File: src/rtl/core/gtpg_pkg.sv
// ----------------------------------------------------------------------------
// gtpg_pkg
// Shared types, constants and the 6x10 font ROM of the glyph generator.
// ----------------------------------------------------------------------------
`timescale 1ns / 1ps
`default_nettype none

package gtpg_pkg;

  localparam int unsigned GlyphCols   = 6;
  localparam int unsigned GlyphPixels = 60;
  localparam int unsigned UpperBits   = 32;
  localparam int unsigned LowerBits   = 28;
  localparam int unsigned RomFirst    = 43;
  localparam int unsigned RomCount    = 48;
  localparam int unsigned AddrW       = 24;
  localparam int unsigned CursorW     = 16;
  localparam int unsigned IdxW        = $clog2(GlyphPixels);
  localparam int unsigned ColW        = $clog2(GlyphCols);
  localparam int unsigned ShiftMax    = 8;

  localparam logic [IdxW-1:0] PixLast = IdxW'(GlyphPixels - 1);
  localparam logic [ColW-1:0] ColLast = ColW'(GlyphCols - 1);

  // front/back queue
  localparam int unsigned QDepth = 2;
  localparam int unsigned QPtrW  = $clog2(QDepth);
  localparam int unsigned QCntW  = $clog2(QDepth + 1);

  // register map
  localparam int unsigned PaddrW = 5;
  localparam logic [2:0] RegStartColumn = 3'd0;
  localparam logic [2:0] RegStartRow    = 3'd1;
  localparam logic [2:0] RegImageWidth  = 3'd2;
  localparam logic [2:0] RegForeground  = 3'd3;
  localparam logic [2:0] RegShiftBack   = 3'd4;

  typedef enum logic [1:0] {
    ActWrite      = 2'd0,
    ActShiftRight = 2'd1,
    ActShiftLeft  = 2'd2,
    ActKeep       = 2'd3
  } action_e;

  typedef struct packed {
    logic [11:0]       start_column;
    logic [11:0]       start_row;
    logic [12:0]       image_width;
    logic [7:0]        foreground;
    logic signed [4:0] shift_back;
  } cfg_t;

  typedef struct packed {
    logic [GlyphPixels-1:0] glyph;
    logic [CursorW-1:0]     cursor;
  } job_t;

  // LSB is the top-left pixel; codes 43 ('+') to 90 ('Z').
  localparam logic [31:0] RomUpper [RomCount] = '{
    32'h1F104000, 32'h0, 32'h1F000000, 32'h0, 32'h0,
    32'h51451284, 32'h04105184, 32'h0841144E, 32'h0E10841F, 32'h4A28C208,
    32'h1334105F, 32'h4F04144E, 32'h0420841F, 32'h4E45144E, 32'h1E45144E,
    32'h0, 32'h0, 32'h0, 32'h0, 32'h0, 32'h0, 32'h0,
    32'hD1451284, 32'h8E49248F, 32'h4104144E, 32'h9249248F, 32'h4F04105F,
    32'h4F04105F, 32'h4104144E, 32'h5F451451, 32'h0410410E, 32'h0820821C,
    32'h43149451, 32'h41041041, 32'h5555B451, 32'h555534D1, 32'h5145144E,
    32'h4F45144F, 32'h5145144E, 32'h4F45144F, 32'h0E04144E, 32'h0410411F,
    32'h51451451, 32'h8A451451, 32'h55451451, 32'h8428A451, 32'h0428A451,
    32'h8420841F
  };

  localparam logic [31:0] RomLower [RomCount] = '{
    32'h0000041, 32'h0, 32'h0000000, 32'h10E1000, 32'h0,
    32'h0042914, 32'h01F1041, 32'h01F0421, 32'h00E4504, 32'h00821F2,
    32'h00E4504, 32'h00E4514, 32'h0020821, 32'h00E4514, 32'h00E4504,
    32'h0, 32'h0, 32'h0, 32'h0, 32'h0, 32'h0, 32'h0,
    32'h0114517, 32'h00F4924, 32'h00E4410, 32'h00F4924, 32'h01F0410,
    32'h0010410, 32'h00E4516, 32'h0114514, 32'h00E1041, 32'h0062482,
    32'h0114491, 32'h01F0410, 32'h0114514, 32'h0114596, 32'h00E4514,
    32'h0010410, 32'h40E5514, 32'h0114491, 32'h00E4504, 32'h0041041,
    32'h00E4514, 32'h00410A2, 32'h00A5555, 32'h01144A2, 32'h0041041,
    32'h01F0420
  };

  function automatic logic [GlyphPixels-1:0] glyph_bits(logic [6:0] code);
    logic [6:0] idx;
    logic [GlyphPixels-1:0] bits;
    idx  = code - 7'(RomFirst);
    bits = '0;
    if ((code >= 7'(RomFirst)) && (idx < 7'(RomCount))) begin
      bits = {RomLower[idx[5:0]][LowerBits-1:0], RomUpper[idx[5:0]]};
    end
    return bits;
  endfunction

endpackage

`default_nettype wire

File: src/rtl/core/gtpg_front.sv
// ----------------------------------------------------------------------------
// gtpg_front
// Accepts characters, fetches their glyphs and places them at the cursor.
// ----------------------------------------------------------------------------
`timescale 1ns / 1ps
`default_nettype none

module gtpg_front (
  input  wire logic             clk_i,
  input  wire logic             rst_ni,
  input  wire logic             push,
  output logic                  full,
  input  wire logic [6:0]       character_i,
  input  wire logic             new_string_i,
  input  wire logic [11:0]      start_column_i,
  input  wire logic             q_full_i,
  output logic                  q_push_o,
  output gtpg_pkg::job_t        q_job_o
);
  import gtpg_pkg::*;

  logic [CursorW-1:0] cursor_q, cursor_d;
  logic [CursorW-1:0] place;

  assign full     = q_full_i;
  assign q_push_o = push && !q_full_i;

  // restart happens before drawing
  assign place = new_string_i ? CursorW'(start_column_i) : cursor_q;

  assign q_job_o.glyph  = glyph_bits(character_i);
  assign q_job_o.cursor = place;

  assign cursor_d = q_push_o ? place + CursorW'(GlyphCols) : cursor_q;

  always_ff @(posedge clk_i or negedge rst_ni) begin
    if (!rst_ni) begin
      cursor_q <= '0;
    end else begin
      cursor_q <= cursor_d;
    end
  end

endmodule

`default_nettype wire

File: src/rtl/core/gtpg_queue.sv
// ----------------------------------------------------------------------------
// gtpg_queue
// Short FIFO of glyph jobs between the front and the back sequencer.
// ----------------------------------------------------------------------------
`timescale 1ns / 1ps
`default_nettype none

module gtpg_queue (
  input  wire logic      clk_i,
  input  wire logic      rst_ni,
  input  wire logic      push_i,
  input  gtpg_pkg::job_t wdata_i,
  output logic           full_o,
  input  wire logic      pop_i,
  output logic           valid_o,
  output gtpg_pkg::job_t rdata_o
);
  import gtpg_pkg::*;

  job_t             entry_q [QDepth];
  logic [QPtrW-1:0] wr_ptr_q, rd_ptr_q;
  logic [QCntW-1:0] count_q;
  logic             do_push, do_pop;

  assign full_o  = (count_q == QCntW'(QDepth));
  assign valid_o = (count_q != '0);
  assign rdata_o = entry_q[rd_ptr_q];

  assign do_push = push_i && !full_o;
  assign do_pop  = pop_i && valid_o;

  always_ff @(posedge clk_i or negedge rst_ni) begin
    if (!rst_ni) begin
      wr_ptr_q <= '0;
      rd_ptr_q <= '0;
      count_q  <= '0;
    end else begin
      if (do_push) begin
        wr_ptr_q <= (wr_ptr_q == QPtrW'(QDepth - 1)) ? '0 : wr_ptr_q + 1'b1;
      end
      if (do_pop) begin
        rd_ptr_q <= (rd_ptr_q == QPtrW'(QDepth - 1)) ? '0 : rd_ptr_q + 1'b1;
      end
      unique case ({do_push, do_pop})
        2'b10:   count_q <= count_q + 1'b1;
        2'b01:   count_q <= count_q - 1'b1;
        default: count_q <= count_q;
      endcase
    end
  end

  always_ff @(posedge clk_i) begin
    if (do_push) begin
      entry_q[wr_ptr_q] <= wdata_i;
    end
  end

endmodule

`default_nettype wire

File: src/rtl/core/gtpg_back.sv
// ----------------------------------------------------------------------------
// gtpg_back
// Pixel sequencer: walks a glyph in raster order, one command per cycle while pop keeps up.
// ----------------------------------------------------------------------------
`timescale 1ns / 1ps
`default_nettype none

module gtpg_back (
  input  wire logic                          clk_i,
  input  wire logic                          rst_ni,
  input  gtpg_pkg::cfg_t                     cfg_i,
  input  wire logic                          job_valid_i,
  input  gtpg_pkg::job_t                     job_i,
  output logic                               job_pop_o,
  output logic                               empty,
  input  wire logic                          pop,
  output logic [gtpg_pkg::AddrW-1:0]         pixel_address_o,
  output gtpg_pkg::action_e                  action_o,
  output logic [7:0]                         pixel_value_o,
  output logic [3:0]                         shift_count_o,
  output logic                               last_o
);
  import gtpg_pkg::*;

  // sequencer state
  logic                   act_q;
  logic [IdxW-1:0]        idx_q;
  logic [ColW-1:0]        col_q;
  logic [GlyphPixels-1:0] glyph_q;
  logic [AddrW-1:0]       addr_q, row_q;
  logic [AddrW-1:0]       prod_q;

  // output register
  logic out_valid_q;

  logic             out_rdy, emit, finish, load;
  logic [AddrW-1:0] base, row_next;
  logic [4:0]       mag5;
  logic [3:0]       mag;
  action_e          bg_action;

  // start_row * image_width; the user must keep config stable while items are in flight (not enforced)
  always_ff @(posedge clk_i) begin
    prod_q <= AddrW'(cfg_i.start_row) * AddrW'(cfg_i.image_width);
  end

  // background command
  assign mag5 = cfg_i.shift_back[4] ? (5'd0 - cfg_i.shift_back) : cfg_i.shift_back;
  assign mag  = (mag5 > 5'(ShiftMax)) ? 4'(ShiftMax) : mag5[3:0];

  always_comb begin
    priority if (cfg_i.shift_back[4]) begin
      bg_action = ActShiftRight;
    end else if (cfg_i.shift_back != '0) begin
      bg_action = ActShiftLeft;
    end else begin
      bg_action = ActKeep;
    end
  end

  assign out_rdy   = !out_valid_q || pop;
  assign emit      = act_q && out_rdy;
  assign finish    = emit && (idx_q == PixLast);
  assign load      = (!act_q || finish) && job_valid_i;
  assign job_pop_o = load;
  assign empty     = !out_valid_q;

  assign base     = prod_q + AddrW'(job_i.cursor);
  assign row_next = row_q + AddrW'(cfg_i.image_width);

  always_ff @(posedge clk_i or negedge rst_ni) begin
    if (!rst_ni) begin
      act_q       <= 1'b0;
      idx_q       <= '0;
      col_q       <= '0;
      out_valid_q <= 1'b0;
    end else begin
      if (load) begin
        act_q <= 1'b1;
        idx_q <= '0;
        col_q <= '0;
      end else if (emit) begin
        if (finish) begin
          act_q <= 1'b0;
        end
        idx_q <= idx_q + 1'b1;
        col_q <= (col_q == ColLast) ? '0 : col_q + 1'b1;
      end
      if (out_rdy) begin
        out_valid_q <= act_q;
      end
    end
  end

  always_ff @(posedge clk_i) begin
    if (load) begin
      glyph_q <= job_i.glyph;
      addr_q  <= base;
      row_q   <= base;
    end else if (emit) begin
      glyph_q <= glyph_q >> 1;
      if (col_q == ColLast) begin
        row_q  <= row_next;
        addr_q <= row_next;
      end else begin
        addr_q <= addr_q + 1'b1;
      end
    end
  end

  always_ff @(posedge clk_i) begin
    if (emit) begin
      pixel_address_o <= addr_q;
      last_o          <= (idx_q == PixLast);
      if (glyph_q[0]) begin
        action_o      <= ActWrite;
        pixel_value_o <= cfg_i.foreground;
        shift_count_o <= '0;
      end else begin
        action_o      <= bg_action;
        pixel_value_o <= '0;
        shift_count_o <= (bg_action == ActKeep) ? 4'd0 : mag;
      end
    end
  end

endmodule

`default_nettype wire

File: src/rtl/core/glyph_text_pixel_generator_unit.sv
// ----------------------------------------------------------------------------
// glyph_text_pixel_generator_unit
// 6x10 bitmap font character generator emitting per-pixel draw commands.
// ----------------------------------------------------------------------------
// Each pushed ASCII character becomes 60 pixel commands in raster order
// (left to right, top to bottom), one command per clock while pop keeps up.
// The back-end pixel sequencer issues exactly one command per cycle while pop
// keeps up and moves on to the next queued glyph without a gap. The front end
// takes a new character in the cycle it is pushed, looks up its glyph and
// places it at the text cursor; up to two characters wait in the job queue
// behind the one being drawn, and full holds push off while the queue is full.
// With the block idle, a push is written to the job queue, loaded into the
// sequencer state and then registered in the output register before the first
// command shows. The user must write registers over the APB port only while no
// transaction is in flight; the block itself does not enforce this.
// ----------------------------------------------------------------------------
`timescale 1ns / 1ps
`default_nettype none

module glyph_text_pixel_generator_unit (
  input  wire logic                          clk_i,
  input  wire logic                          rst_ni,
  // character input
  input  wire logic                          push,
  output logic                               full,
  input  wire logic [6:0]                    character_i,
  input  wire logic                          new_string_i,
  // pixel command output
  output logic                               empty,
  input  wire logic                          pop,
  output logic [gtpg_pkg::AddrW-1:0]         pixel_address_o,
  output gtpg_pkg::action_e                  action_o,
  output logic [7:0]                         pixel_value_o,
  output logic [3:0]                         shift_count_o,
  output logic                               last_o,
  // APB register port
  input  wire logic                          psel,
  input  wire logic                          penable,
  input  wire logic                          pwrite,
  input  wire logic [gtpg_pkg::PaddrW-1:0]   paddr,
  input  wire logic [31:0]                   pwdata,
  output logic [31:0]                        prdata,
  output logic                               pready
);
  import gtpg_pkg::*;

  cfg_t       cfg_q;
  logic       wr_en;
  logic [2:0] reg_idx;

  logic q_full, q_push, q_valid, q_pop;
  job_t q_wdata, q_rdata;

  // --------------------------------------------------------------------------
  // Register file. Word index is paddr[4:2]; unmapped words read as zero and
  // ignore writes.
  // --------------------------------------------------------------------------
  assign pready  = 1'b1;
  assign reg_idx = paddr[PaddrW-1:2];
  assign wr_en   = psel && penable && pwrite;

  always_ff @(posedge clk_i or negedge rst_ni) begin
    if (!rst_ni) begin
      cfg_q.start_column <= '0;
      cfg_q.start_row    <= '0;
      cfg_q.image_width  <= 13'd64;
      cfg_q.foreground   <= 8'd255;
      cfg_q.shift_back   <= '0;
    end else if (wr_en) begin
      unique case (reg_idx)
        RegStartColumn: cfg_q.start_column <= pwdata[11:0];
        RegStartRow:    cfg_q.start_row    <= pwdata[11:0];
        RegImageWidth:  cfg_q.image_width  <= pwdata[12:0];
        RegForeground:  cfg_q.foreground   <= pwdata[7:0];
        RegShiftBack:   cfg_q.shift_back   <= pwdata[4:0];
        default:        ;
      endcase
    end
  end

  always_comb begin
    unique case (reg_idx)
      RegStartColumn: prdata = 32'(cfg_q.start_column);
      RegStartRow:    prdata = 32'(cfg_q.start_row);
      RegImageWidth:  prdata = 32'(cfg_q.image_width);
      RegForeground:  prdata = 32'(cfg_q.foreground);
      RegShiftBack:   prdata = {27'd0, cfg_q.shift_back};
      default:        prdata = '0;
    endcase
  end

  // --------------------------------------------------------------------------
  // Front end: glyph lookup and cursor placement.
  // --------------------------------------------------------------------------
  gtpg_front u_front (
    .clk_i          (clk_i),
    .rst_ni         (rst_ni),
    .push           (push),
    .full           (full),
    .character_i    (character_i),
    .new_string_i   (new_string_i),
    .start_column_i (cfg_q.start_column),
    .q_full_i       (q_full),
    .q_push_o       (q_push),
    .q_job_o        (q_wdata)
  );

  // --------------------------------------------------------------------------
  // Job queue decoupling front and back.
  // --------------------------------------------------------------------------
  gtpg_queue u_queue (
    .clk_i   (clk_i),
    .rst_ni  (rst_ni),
    .push_i  (q_push),
    .wdata_i (q_wdata),
    .full_o  (q_full),
    .pop_i   (q_pop),
    .valid_o (q_valid),
    .rdata_o (q_rdata)
  );

  // --------------------------------------------------------------------------
  // Back end: raster walk with incremental addressing, registered output.
  // --------------------------------------------------------------------------
  gtpg_back u_back (
    .clk_i           (clk_i),
    .rst_ni          (rst_ni),
    .cfg_i           (cfg_q),
    .job_valid_i     (q_valid),
    .job_i           (q_rdata),
    .job_pop_o       (q_pop),
    .empty           (empty),
    .pop             (pop),
    .pixel_address_o (pixel_address_o),
    .action_o        (action_o),
    .pixel_value_o   (pixel_value_o),
    .shift_count_o   (shift_count_o),
    .last_o          (last_o)
  );

endmodule

`default_nettype wire

File: config.mk
export PLATFORM = sky130hd
export DESIGN_NAME = glyph_text_pixel_generator_unit
export DESIGN_NICKNAME = d
export VERILOG_FILES = /design/src/rtl/core/gtpg_pkg.sv /design/src/rtl/core/gtpg_front.sv /design/src/rtl/core/gtpg_queue.sv /design/src/rtl/core/gtpg_back.sv /design/src/rtl/core/glyph_text_pixel_generator_unit.sv
export SDC_FILE = /design/constraint.sdc
export NUM_CORES = 1
export LEC_CHECK = 0
export BUFFER_PORTS_ARGS = -buffer_cell sky130_fd_sc_hd__buf_2
export CAP_MARGIN = 15
export CORE_AREA = 2 2 223 225
export CTS_BUF_LIST = sky130_fd_sc_hd__clkbuf_8
export CTS_CLUSTER_SIZE = 30
export DETAILED_ROUTE_END_ITERATION = 7
export DIE_AREA = 0 0 225 227
export HOLD_SLACK_MARGIN = 0.06
export PLACE_DENSITY = 0.68
export RECOVER_POWER = 50
export SYNTH_ARGS = -nofsm -noshare
export SYNTH_HDL_FRONTEND = slang
export SYNTH_SLANG_ARGS = --single-unit
File: constraint.sdc
create_clock -name clk_i -period 6.2 [get_ports clk_i]
set_input_delay 1.24 -clock clk_i [delete_from_list [all_inputs] [get_ports clk_i]]
set_output_delay 1.24 -clock clk_i [all_outputs]
set_load 0.1 [all_outputs]
==> results of run 1 <==
-- synth_stat cells (all sizes together), types with 18 or more instances --
master | count | area (µm²)
fa | 111 | 2220
a21o | 24 | 180
nor2 | 126 | 473
a211oi | 22 | 170
edfxtp | 270 | 8110
xnor2 | 56 | 490
a31oi | 23 | 144
dfxtp | 24 | 480
mux2i | 76 | 761
a21oi | 118 | 594
nand3 | 44 | 220
clkbuf | 91 | 342
o211ai | 18 | 135
inv | 196 | 736
and2 | 75 | 469
nor3 | 26 | 130
dfrtp | 72 | 1800
o21ai | 150 | 751
nand2 | 302 | 1130
mux2 | 69 | 777
xor2 | 46 | 410
ha | 109 | 1360
buf | 46 | 275
-- worst min-delay path, delay by kind of cell, from the launching register on --
family / cells / cell delay (ps)
AOI/OAI and AO/OA: 1 / 60
DFF: 1 / 340
and+or+nand+nor: 1 / 50
-- report_power, final --
group          switching (mW)  internal [mW]  total (mW)
clock network            1.01           1.11        2.12
registers               0.473           3.59        4.07
logic                    3.49           1.87        5.36
total                    4.98           6.57        11.6
-- through the flow --
stage          power, mW  cell area (µm²)  worst slack [ps]  util, %
6_report            11.6            26300               280     54.1
5_1_grt             12.4            26300              20.7     54.1
4_1_cts             11.6            26300               382     54.2
3_5_place_dp        9.39            25200               429     51.8
3_3_place_gp        9.28            25200               510     51.8
2_1_floorplan       7.96            24200               779        -
-- flip-flops by register name, indices dropped and copies added (netlist names), 6 cells and up --
signal	count
u_back.pixel_value_o	8
cfg_q	50
u_queue.entry_q	124
u_back.prod_q	24
u_back.row_q	24
u_back.pixel_address_o	24
u_back.addr_q	24
u_back.idx_q	6
u_back.glyph_q	59
u_front.cursor_q	16
-- routing by layer --
metal / share of wire, % / GRT usage [%] / vias to the layer above / routed length (µm)
met1: 42 / 32.5 / 8815 / 26100
met5: 0 / 0 / - / 0
met2: 48 / 40.9 / 595 / 29500
met3: 6.7 / 4.63 / 130 / 4110
met4: 3.0 / 8.22 / 0 / 1860
li1: - / - / 8219 / -
-- final timing paths --
path	startpoint	to	slack, ps
min	u_front.cursor_q[6]	u_front.cursor_q[6]	480
min reg2reg	u_front.cursor_q[6]	u_front.cursor_q[6]	480
max in group asynchronous	rst_ni	u_front.cursor_q[13]	1560
max reg2reg	cfg_q[30]	u_back.prod_q[21]	280
min in group asynchronous	rst_ni	cfg_q[35]	1260
max	cfg_q[30]	u_back.prod_q[21]	280
-- cell type report --
type                       count  area (µm²)  share of cell area [%]
inverter                     197         739                    2.81
timing repair buffer         121         668                    2.54
antenna                        1        2.50                 0.00952
clock buffer                  66         908                    3.46
clock inverter                46         277                    1.05
sequential                   375       10600                    40.5
multi-input combinational   1632       12300                    46.7
tap                          622         778                    2.96
-- logic make-up after synthesis --
kind of cell,after synthesis,share of synthesized area [%]
AOI/OAI and AO/OA,463,11.9
buffers and inverters,334,5.63
other,2,0.0311
xor gates and xnor gates,102,3.74
adders and majority gates,220,14.9
DFF,375,44.1
and+or+nand+nor,678,13.0
muxes,149,6.75
==> impl_results.md, run 1 <==
- Status: finished, violations left
- Violated checks: capacitance limit, slew limit
- Register area share after synthesis: 44.1%
- CTS tree: built
- Worst EP arrival: 6470 ps
- Port bufs: 84
- Via/cell ratio: 5.80
- Max_slew headroom: -152%
- Worst vdd ir: 0.217 mV
- Total die area: 51100 µm²
- Worst-path clk slew: 60 ps
- Largest net degree at the start of global routing: 147
- DRC violations left: 0
- Core Rows: 81
- Max Slew Vio Count: 487
- Most frequent cells in the layout: 302 x nand2_1, 270 x edfxtp_1, 217 x inv_1
- Biggest cell delay along the critical path: 750 ps
- CP required: 6750 ps
- Final setup viols: 0
- Final non-filler cell total: 3060
- PostCTS Resize Cnt: 0
- LEAKAGE: 11.3 nW
- Startpoint Class: flip-flop
- Commonest non-fill, non-tap cell in the layout: nand2_1
- Drt first pass iters: 6
- CTS max path bufs: 3
- EDFF count, synth: 270
- Fmax: 169 MHz
- Nets@finish: 2660
- CP Class: flip-flop to flip-flop
- Share of cells above drive strength 1: 12.2%
- FF-to-FF path depth: 17
- Crit path time final: 5920 ps
- Post-synthesis cell type count: 81
- FILL cells: 4275
- Worst hold slack: 482 ps
- Clk sink count: 375
- Final Cycle Share: 95.5%
- Top FF cell, synth: edfxtp_1
- Detailed-route via count: 17800
- Vias in the first global route: 17700
- Final Skew: 26.3 ps
- Hold path depth: 2
- Total GRT Usage: 24.6%
- Placed cells: 2946
- Initial antenna violation count: 1
- Syn. warnings: 0
- Crit. End Element: flip-flop
- Gr ovfl total: 0
- Clock Latency Late Sink: 670 ps
- Hold Violations, Final: 0
- Actual slew at the worst max-slew pin: 3780 ps
- Initial Util: 49.7%
- I/O pins: 126
- PwrDens: 440 nW/µm²
- Max cap viols: 9
- Root Buffer: clkbuf_8
- Crit path max fanout: 15
- Min-delay worst type: flip-flop to flip-flop
- Crit-path most repeated cell: fa_1
- Unrepaired setup endpoints after global routing: false
- Seq cells post-synth: 375
- Gpl congestion: 0.935
- Die span in y: 227 µm
- Post-synth ARST share: 21.6%
- Worst-path cell chain: nand2_1 -> fa_1 -> fa_1 -> fa_1 -> inv_1 -> fa_1 -> inv_1 -> fa_1 -> inv_1 -> ha_1 -> a2111oi_0 -> o21a_1 -> or3_1 -> a211oi_1 -> o21ai_0 -> or4b_1 -> o311ai_0
- Worst Path Buf+Inv: 3
- Worst path slowest cell: dfrtp_1
- First-pass GRT wire length: 97.8 mm
- Final WL: 61.6 mm
- Setup Fix Bufs, Post-CTS: 0
- Post-Syn Instances: 2323
- Num CTS Buffers: 61
- Post-detail-place hpwl: 44.1 mm
- P&R area growth vs syn: 8.97%
- Mapped Area: 24100 µm²
- Antenna viol nets, final: 0
- Sum of negative setup slack: 0 ps
- Die W: 225 µm
- Crit path depth: 17
- Syn_area_per_cell: 10.4 µm²
- 1st-iter DRT viols: 1639
- Delay-heaviest family, CP: adder cells
- Htree depth: 2
- Average wire per standard cell: 20.1 µm
- Core Area: 48500 µm²
- Hold buffer count at cts: 0
Power figures use the tool's default switching activity.
==> run 2: changes to the inputs <==
ABC_AREA = 1   (was unset)
CORE_AREA = 2 2 227 229   (was 2 2 223 225)
DIE_AREA = 0 0 229 231   (was 0 0 225 227)
REMOVE_ABC_BUFFERS = 1   (was unset)
==> impl_results.md, run 2 <==
- Status: finished, violations left
- Violated checks: capacitance limit, slew limit
- Post-Syn Instances: 3038
- R2r startpoint: cfg_q[17]
- Largest register FFs: 124
- Syn_area_per_cell: 8.22 µm²
- CTS tree: built
- Regs by FF count: u_queue.entry_q: 124 flops, u_back.glyph_q: 59 flops, cfg_q: 50 flops
- Clock power share: 20.7%
- Vias in the first global route: 20100
- Unrepaired setup endpoints after global routing: false
- Core Area: 50700 µm²
- Post-detail-place hpwl: 47.6 mm
- I/O pins: 126
- Share of the synthesized area in the top cell type: 32.5%
- Average wire per standard cell: 16.6 µm
- Crit path max fanout: 15
- Largest Register: u_queue.entry_q
- EDFF count, synth: 270
- CP required: 6740 ps
- Post-synth ARST share: 21.6%
- Max Slew Vio Count: 315
- Top cells by count, synth: 946 x nand2_1, 481 x inv_1, 270 x edfxtp_1
- CTS max path bufs: 3
- P&R area growth vs syn: 7.95%
- Root Buffer: clkbuf_8
- Actual slew at the worst max-slew pin: 3640 ps
- Detailed-route via count: 20300
- Synth area leaders: edfxtp_1 32%, nand2_1 14%, fa_1 8.9%
- Sum of negative setup slack: 0 ps
- Gr ovfl total: 0
- XOR/XNOR share of the synthesized area: 1.75%
- Hold path endpoint: u_front.cursor_q[10]
- Area of the multi-input gates: 11900 µm²
- Reg2Reg Setup Slack: 990 ps
- PostCTS Resize Cnt: 0
- Nets@finish: 3371
- Final setup viols: 0
- Leading area contributor after synthesis: edfxtp_1
- Reg area: 10600 µm²
- Initial antenna violation count: 2
- Hold buffer count at cts: 0
- Seq cells post-synth: 375
- Clk sink count: 375
- Initial Util: 49.3%
- FILL cells: 4834
- Syn. warnings: 0
- Biggest cell delay along the critical path: 880 ps
- Gpl congestion: 0.946
- Most frequent cells in the layout: 948 x nand2_1, 497 x inv_1, 270 x edfxtp_1
- HP Start: u_front.cursor_q[10]
- Final Skew: 36.4 ps
- Simple-Gate Fraction of Synth Area: 23.6%
- Drt first pass iters: 6
- Clock Latency Late Sink: 670 ps
- Comb pwr share: 40.9%
- Antenna viol nets, final: 0
- Setup Fix Bufs, Post-CTS: 0
- Largest net degree at the start of global routing: 63
- Final Cycle Share: 84.1%
- PwrDens: 393 nW/µm²
- Final WL: 63.8 mm
- Largest family of logic cells by synthesized area: simple AND/OR/NAND/NOR gates
- Die W: 229 µm
- Worst-path cell chain: nand2_1 -> fa_1 -> fa_1 -> inv_1 -> fa_1 -> fa_1 -> inv_1 -> fa_1 -> inv_1 -> ha_1 -> nand2_1 -> nor3_1 -> nor2_1 -> o21ai_1 -> nand2_1 -> nand3_1 -> nand2_1
- LEAKAGE: 13.1 nW
- Core Rows: 83
- Top FF cell, synth: edfxtp_1
- Die span in y: 231 µm
- Worst-path clk slew: 70 ps
- Port bufs: 84
- Top-count cell post-synth: nand2_1
- Max_slew headroom: -143%
- Register area share after synthesis: 42.6%
- Internal power: 5.99 mW
- DRC violations left: 0
- Post-synthesis cell type count: 56
- Total GRT Usage: 24.4%
- Max cap viols: 7
- Crit-path most repeated cell: fa_1
- Min-delay worst type: flip-flop to flip-flop
- Share of cells above drive strength 1: 6.69%
- FF-to-FF path depth: 17
- P_sw: 4.59 mW
- Hold path depth: 2
- Switching fraction of total power: 43.4%
- Hold Violations, Final: 0
- Startpoint Class: flip-flop
- 1st-iter DRT viols: 1708
- Htree depth: 2
- Fmax: 192 MHz
- Via/cell ratio: 5.29
- Num CTS Buffers: 61
- Mapped Area: 25000 µm²
- Reg-to-reg endpoint: u_back.prod_q[14]
- Compound-Gate Fraction of Synth Area: 7.76%
- First-pass GRT wire length: 104 mm
- Worst path slowest cell: dfrtp_1
- Worst vdd ir: 0.202 mV
- CP Class: flip-flop to flip-flop
- Adder-cell share of the synthesized area: 14.4%
- Crit path time final: 5210 ps
- Worst EP arrival: 5750 ps
- Post-synthesis mux area share: 0.0451%
- Worst hold slack: 482 ps
- Crit. End Element: flip-flop
- Total die area: 52900 µm²
- Commonest non-fill, non-tap cell in the layout: nand2_1
- Seq pwr share: 38.5%
## run 2: layout make-up
cell class	count	area share [%]
well taps	680	3.16
clock inverters	50	1.26
multi-input cells	2071	44.0
flip-flops and latches	375	39.4
diodes	1	0.00929
inverters	491	6.85
clock buffers	66	3.37
repair buffers	99	1.89
## run 2: worst max path at each step
stage | start | endpoint | cells past startpoint
3_5_place_dp | cfg_q[17] | u_back.prod_q[14] | 17
5_1_grt | rst_ni | u_queue.rd_ptr_q | 2
4_1_cts | cfg_q[17] | u_back.prod_q[14] | 17
6_report | cfg_q[17] | u_back.prod_q[14] | 17
3_3_place_gp | cfg_q[18] | u_back.prod_q[14] | 17
2_1_floorplan | pop | u_back.idx_q[5] | 10
## run 2: cell families after synthesis
kind of cell,count (synthesis)
flip-flops,375
adder cells (fa/ha/maj),220
XOR/XNOR,50
other,2
multiplexers,1
AO/OA/AOI/OAI,342
buffers and inverters,610
AND/OR/NAND/NOR,1438
## run 2: layer usage
metal	wire (µm)	GRT usage (%)	vias to the layer above
met5	0	0	-
met4	1790	8.02	0
met3	4090	3.74	119
met2	29900	40.3	678
met1	27900	32.9	9706
li1	-	-	9790
## run 2: power by group through the flow
stage               Combinational [mW]  Sequential [mW]  Clock [mW]
finish                            4.32             4.07        2.19
global placement                  4.29             4.06           0
global route                      4.89             4.15        2.35
CTS                               4.39             4.05        2.24
detailed placement                4.36             4.09           0
floorplan                         2.86             4.34           0
## run 2: critical path, delay by kind of cell (launching register included)
family / cells / cell delay, ps
adders and majority gates: 6 / 2720
and+or+nand+nor: 7 / 990
DFF: 1 / 880
AOI/OAI and AO/OA: 1 / 290
buffers and inverters: 3 / 170
## run 2: metrics by stage
step	util [%]	power (mW)	cell area [µm²]	instances	worst slack [ps]
after floorplan	-	7.21	24400	2937	1230
after global placement	51.0	8.35	25800	3716	1110
after detailed placement	51.0	8.45	25800	3716	1070
after CTS	53.4	10.7	27100	3832	1040
after global routing	53.2	11.4	26900	3833	430
final	53.2	10.6	26900	3833	988
==> run 3: changes to the inputs <==
ABC_AREA = 0   (was 1)
CORE_AREA = 2 2 223 225   (was 2 2 227 229)
DIE_AREA = 0 0 225 227   (was 0 0 229 231)
PLACE_DENSITY = 0.7   (was 0.68)
clock period = 4.3 ns   (was 6.2 ns; I/O delays follow)
==> impl_results.md, run 3 (synthesized netlist as in run 1, its figures left out) <==
- Max cap viols: 6
- Port bufs: 84
- Violated checks: capacitance limit, slew limit, setup timing
- P&R area growth vs syn: 15.6%
- Detailed-route via count: 18300
- Final Cycle Share: 117%
- Startpoint Class: flip-flop
- Largest Register: u_queue.entry_q
- Htree depth: 3
- Sum of negative setup slack: -6330 ps
- Via/cell ratio: 5.66
- First-pass GRT wire length: 98.4 mm
- DRC violations left: 0
- Final non-filler cell total: 3225
- Status: finished, violations left
- PwrDens: 651 nW/µm²
- Total die area: 51100 µm²
- Post-detail-place hpwl: 45.5 mm
- CTS tree: built
- LEAKAGE: 12.2 nW
- Die span in y: 227 µm
- N_diodes: 0
- Share of cells above drive strength 1: 20.2%
- Fin util: 57.4%
- Crit path max fanout: 5
- Nets@finish: 2822
- Pre-CTS setup slack: -1120 ps
- Drt first pass iters: 6
- Average wire per standard cell: 19.4 µm
- Initial antenna violation count: 0
- Largest register FFs: 124
- Regs by FF count: u_queue.entry_q: 124 flops, u_back.glyph_q: 59 flops, cfg_q: 50 flops
- Hold Violations, Final: 0
- Clock Latency Late Sink: 640 ps
- Clk sink count: 375
- Placed cells: 3075
- Core Area: 48500 µm²
- Gr ovfl total: 0
- Initial Util: 49.7%
- Commonest non-fill, non-tap cell in the layout: nand2_1
- Root Buffer: clkbuf_8
- Setup ws final: -711 ps
- Unrepaired setup endpoints after global routing: true
- Antenna viol nets, final: 0
- Worst EP arrival: 5560 ps
- Hold buffer count at cts: 0
- CP required: 4850 ps
- Crit. End Element: flip-flop
- CTS max path bufs: 3
- Final setup viols: 13
- Crit path time final: 5010 ps
- Largest net degree at the start of global routing: 65
- Fmax: 200 MHz
- Die W: 225 µm
- Final Skew: 41.9 ps
- CP Class: flip-flop to flip-flop
- Actual slew at the worst max-slew pin: 3760 ps
- Gpl congestion: 0.941
- Num CTS Buffers: 67
- Final WL: 62.4 mm
- Worst-path clk slew: 60 ps
- Core Rows: 81
- I/O pins: 126
- Min-delay worst type: input port to flip-flop
- Vias in the first global route: 18300
- 1st-iter DRT viols: 1469
- Max Slew Vio Count: 305
- Total GRT Usage: 24.7%
- Max_slew headroom: -150%
- Most frequent cells in the layout: 296 x nand2_1, 270 x edfxtp_1, 210 x inv_1
- Worst vdd ir: 0.470 mV
[run 3: cell count changes in the layout (fill, tap and decap cells not counted), moves of 31 or more]
cell / previous run / this run
xnor2_1: 20 / 51
and2_1: 1 / 68
nor2_1: 247 / 121
nand3_1: 145 / 44
nand2_1: 948 / 296
inv_1: 497 / 210
mux2_2: 1 / 63
buf_4: 6 / 169
mux2i_1: 0 / 76
[run 3: where the power goes]
part / internal (mW) / switching [mW]
Clock: 1.69 / 1.51
Combinational: 3.77 / 5.43
Sequential: 5.17 / 0.584
Total: 10.6 / 7.53
[run 3: area by class of cell]
class | instances | area, µm²
tap | 622 | 778
clock inverter | 49 | 278
timing repair buffer | 277 | 1900
inverter | 197 | 739
multi-input combinational | 1632 | 12500
clock buffer | 73 | 1000
fill | 4082 | 20700
sequential | 375 | 10600
[run 3: critical path: stages (launching register included)]
cell	delay, ps
dfstp_2	560
buf_6	140
nand2_2	60
fa_1	420
fa_1	550
inv_1	60
fa_1	520
fa_1	520
inv_1	50
fa_1	490
inv_2	50
ha_4	210
a21o_1	160
a21o_1	170
a21oi_2	200
a211oi_4	110
o21ai_2	120
or4b_1	440
o311ai_1	90
[run 3: metrics by stage]
stage                     cell area, µm²  hold slack, ps  power [mW]
after floorplan                    23600             446        11.4
after global placement             26100             457        13.9
after detailed placement           26100             462        14.2
after CTS                          27700             346        18.0
after global routing               27900             438        19.5
final                              27900             464        18.2
[run 3: path summary, 6_finish.rpt]
| path | start | to | slack, ps | cells past startpoint |
|---|---|---|---|---|
| hold reg to reg | u_back.addr_q[23] | u_back.pixel_address_o[23] | 480 | 0 |
| hold / removal | pwdata[12] | cfg_q[25] | 460 | 2 |
| setup reg to reg | cfg_q[19] | u_back.prod_q[21] | -710 | 18 |
| min in group asynchronous | rst_ni | cfg_q[26] | 1520 | 1 |
| max in group asynchronous | rst_ni | u_queue.rd_ptr_q | 160 | 1 |
| setup / recovery | cfg_q[19] | u_back.prod_q[21] | -710 | 18 |
[run 3: per-layer routing]
| metal | global-route usage [%] | vias up | wire length [µm] |
|---|---|---|---|
| met4 | 10.3 | 0 | 2320 |
| met2 | 40.3 | 637 | 29500 |
| li1 | - | 8543 | - |
| met1 | 32.9 | 8950 | 26800 |
| met3 | 4.40 | 131 | 3760 |
| met5 | 0 | - | 0 |
[run 3: what timing repair did]
item / in CTS / in global routing
pin swaps: 40 / 17
endpoints found under the setup margin: 13 / 14
gates cloned: 0 / 0
buffers inserted: 18 / 11
hold endpoints to repair: 0 / 0
resized for setup: 53 / 35
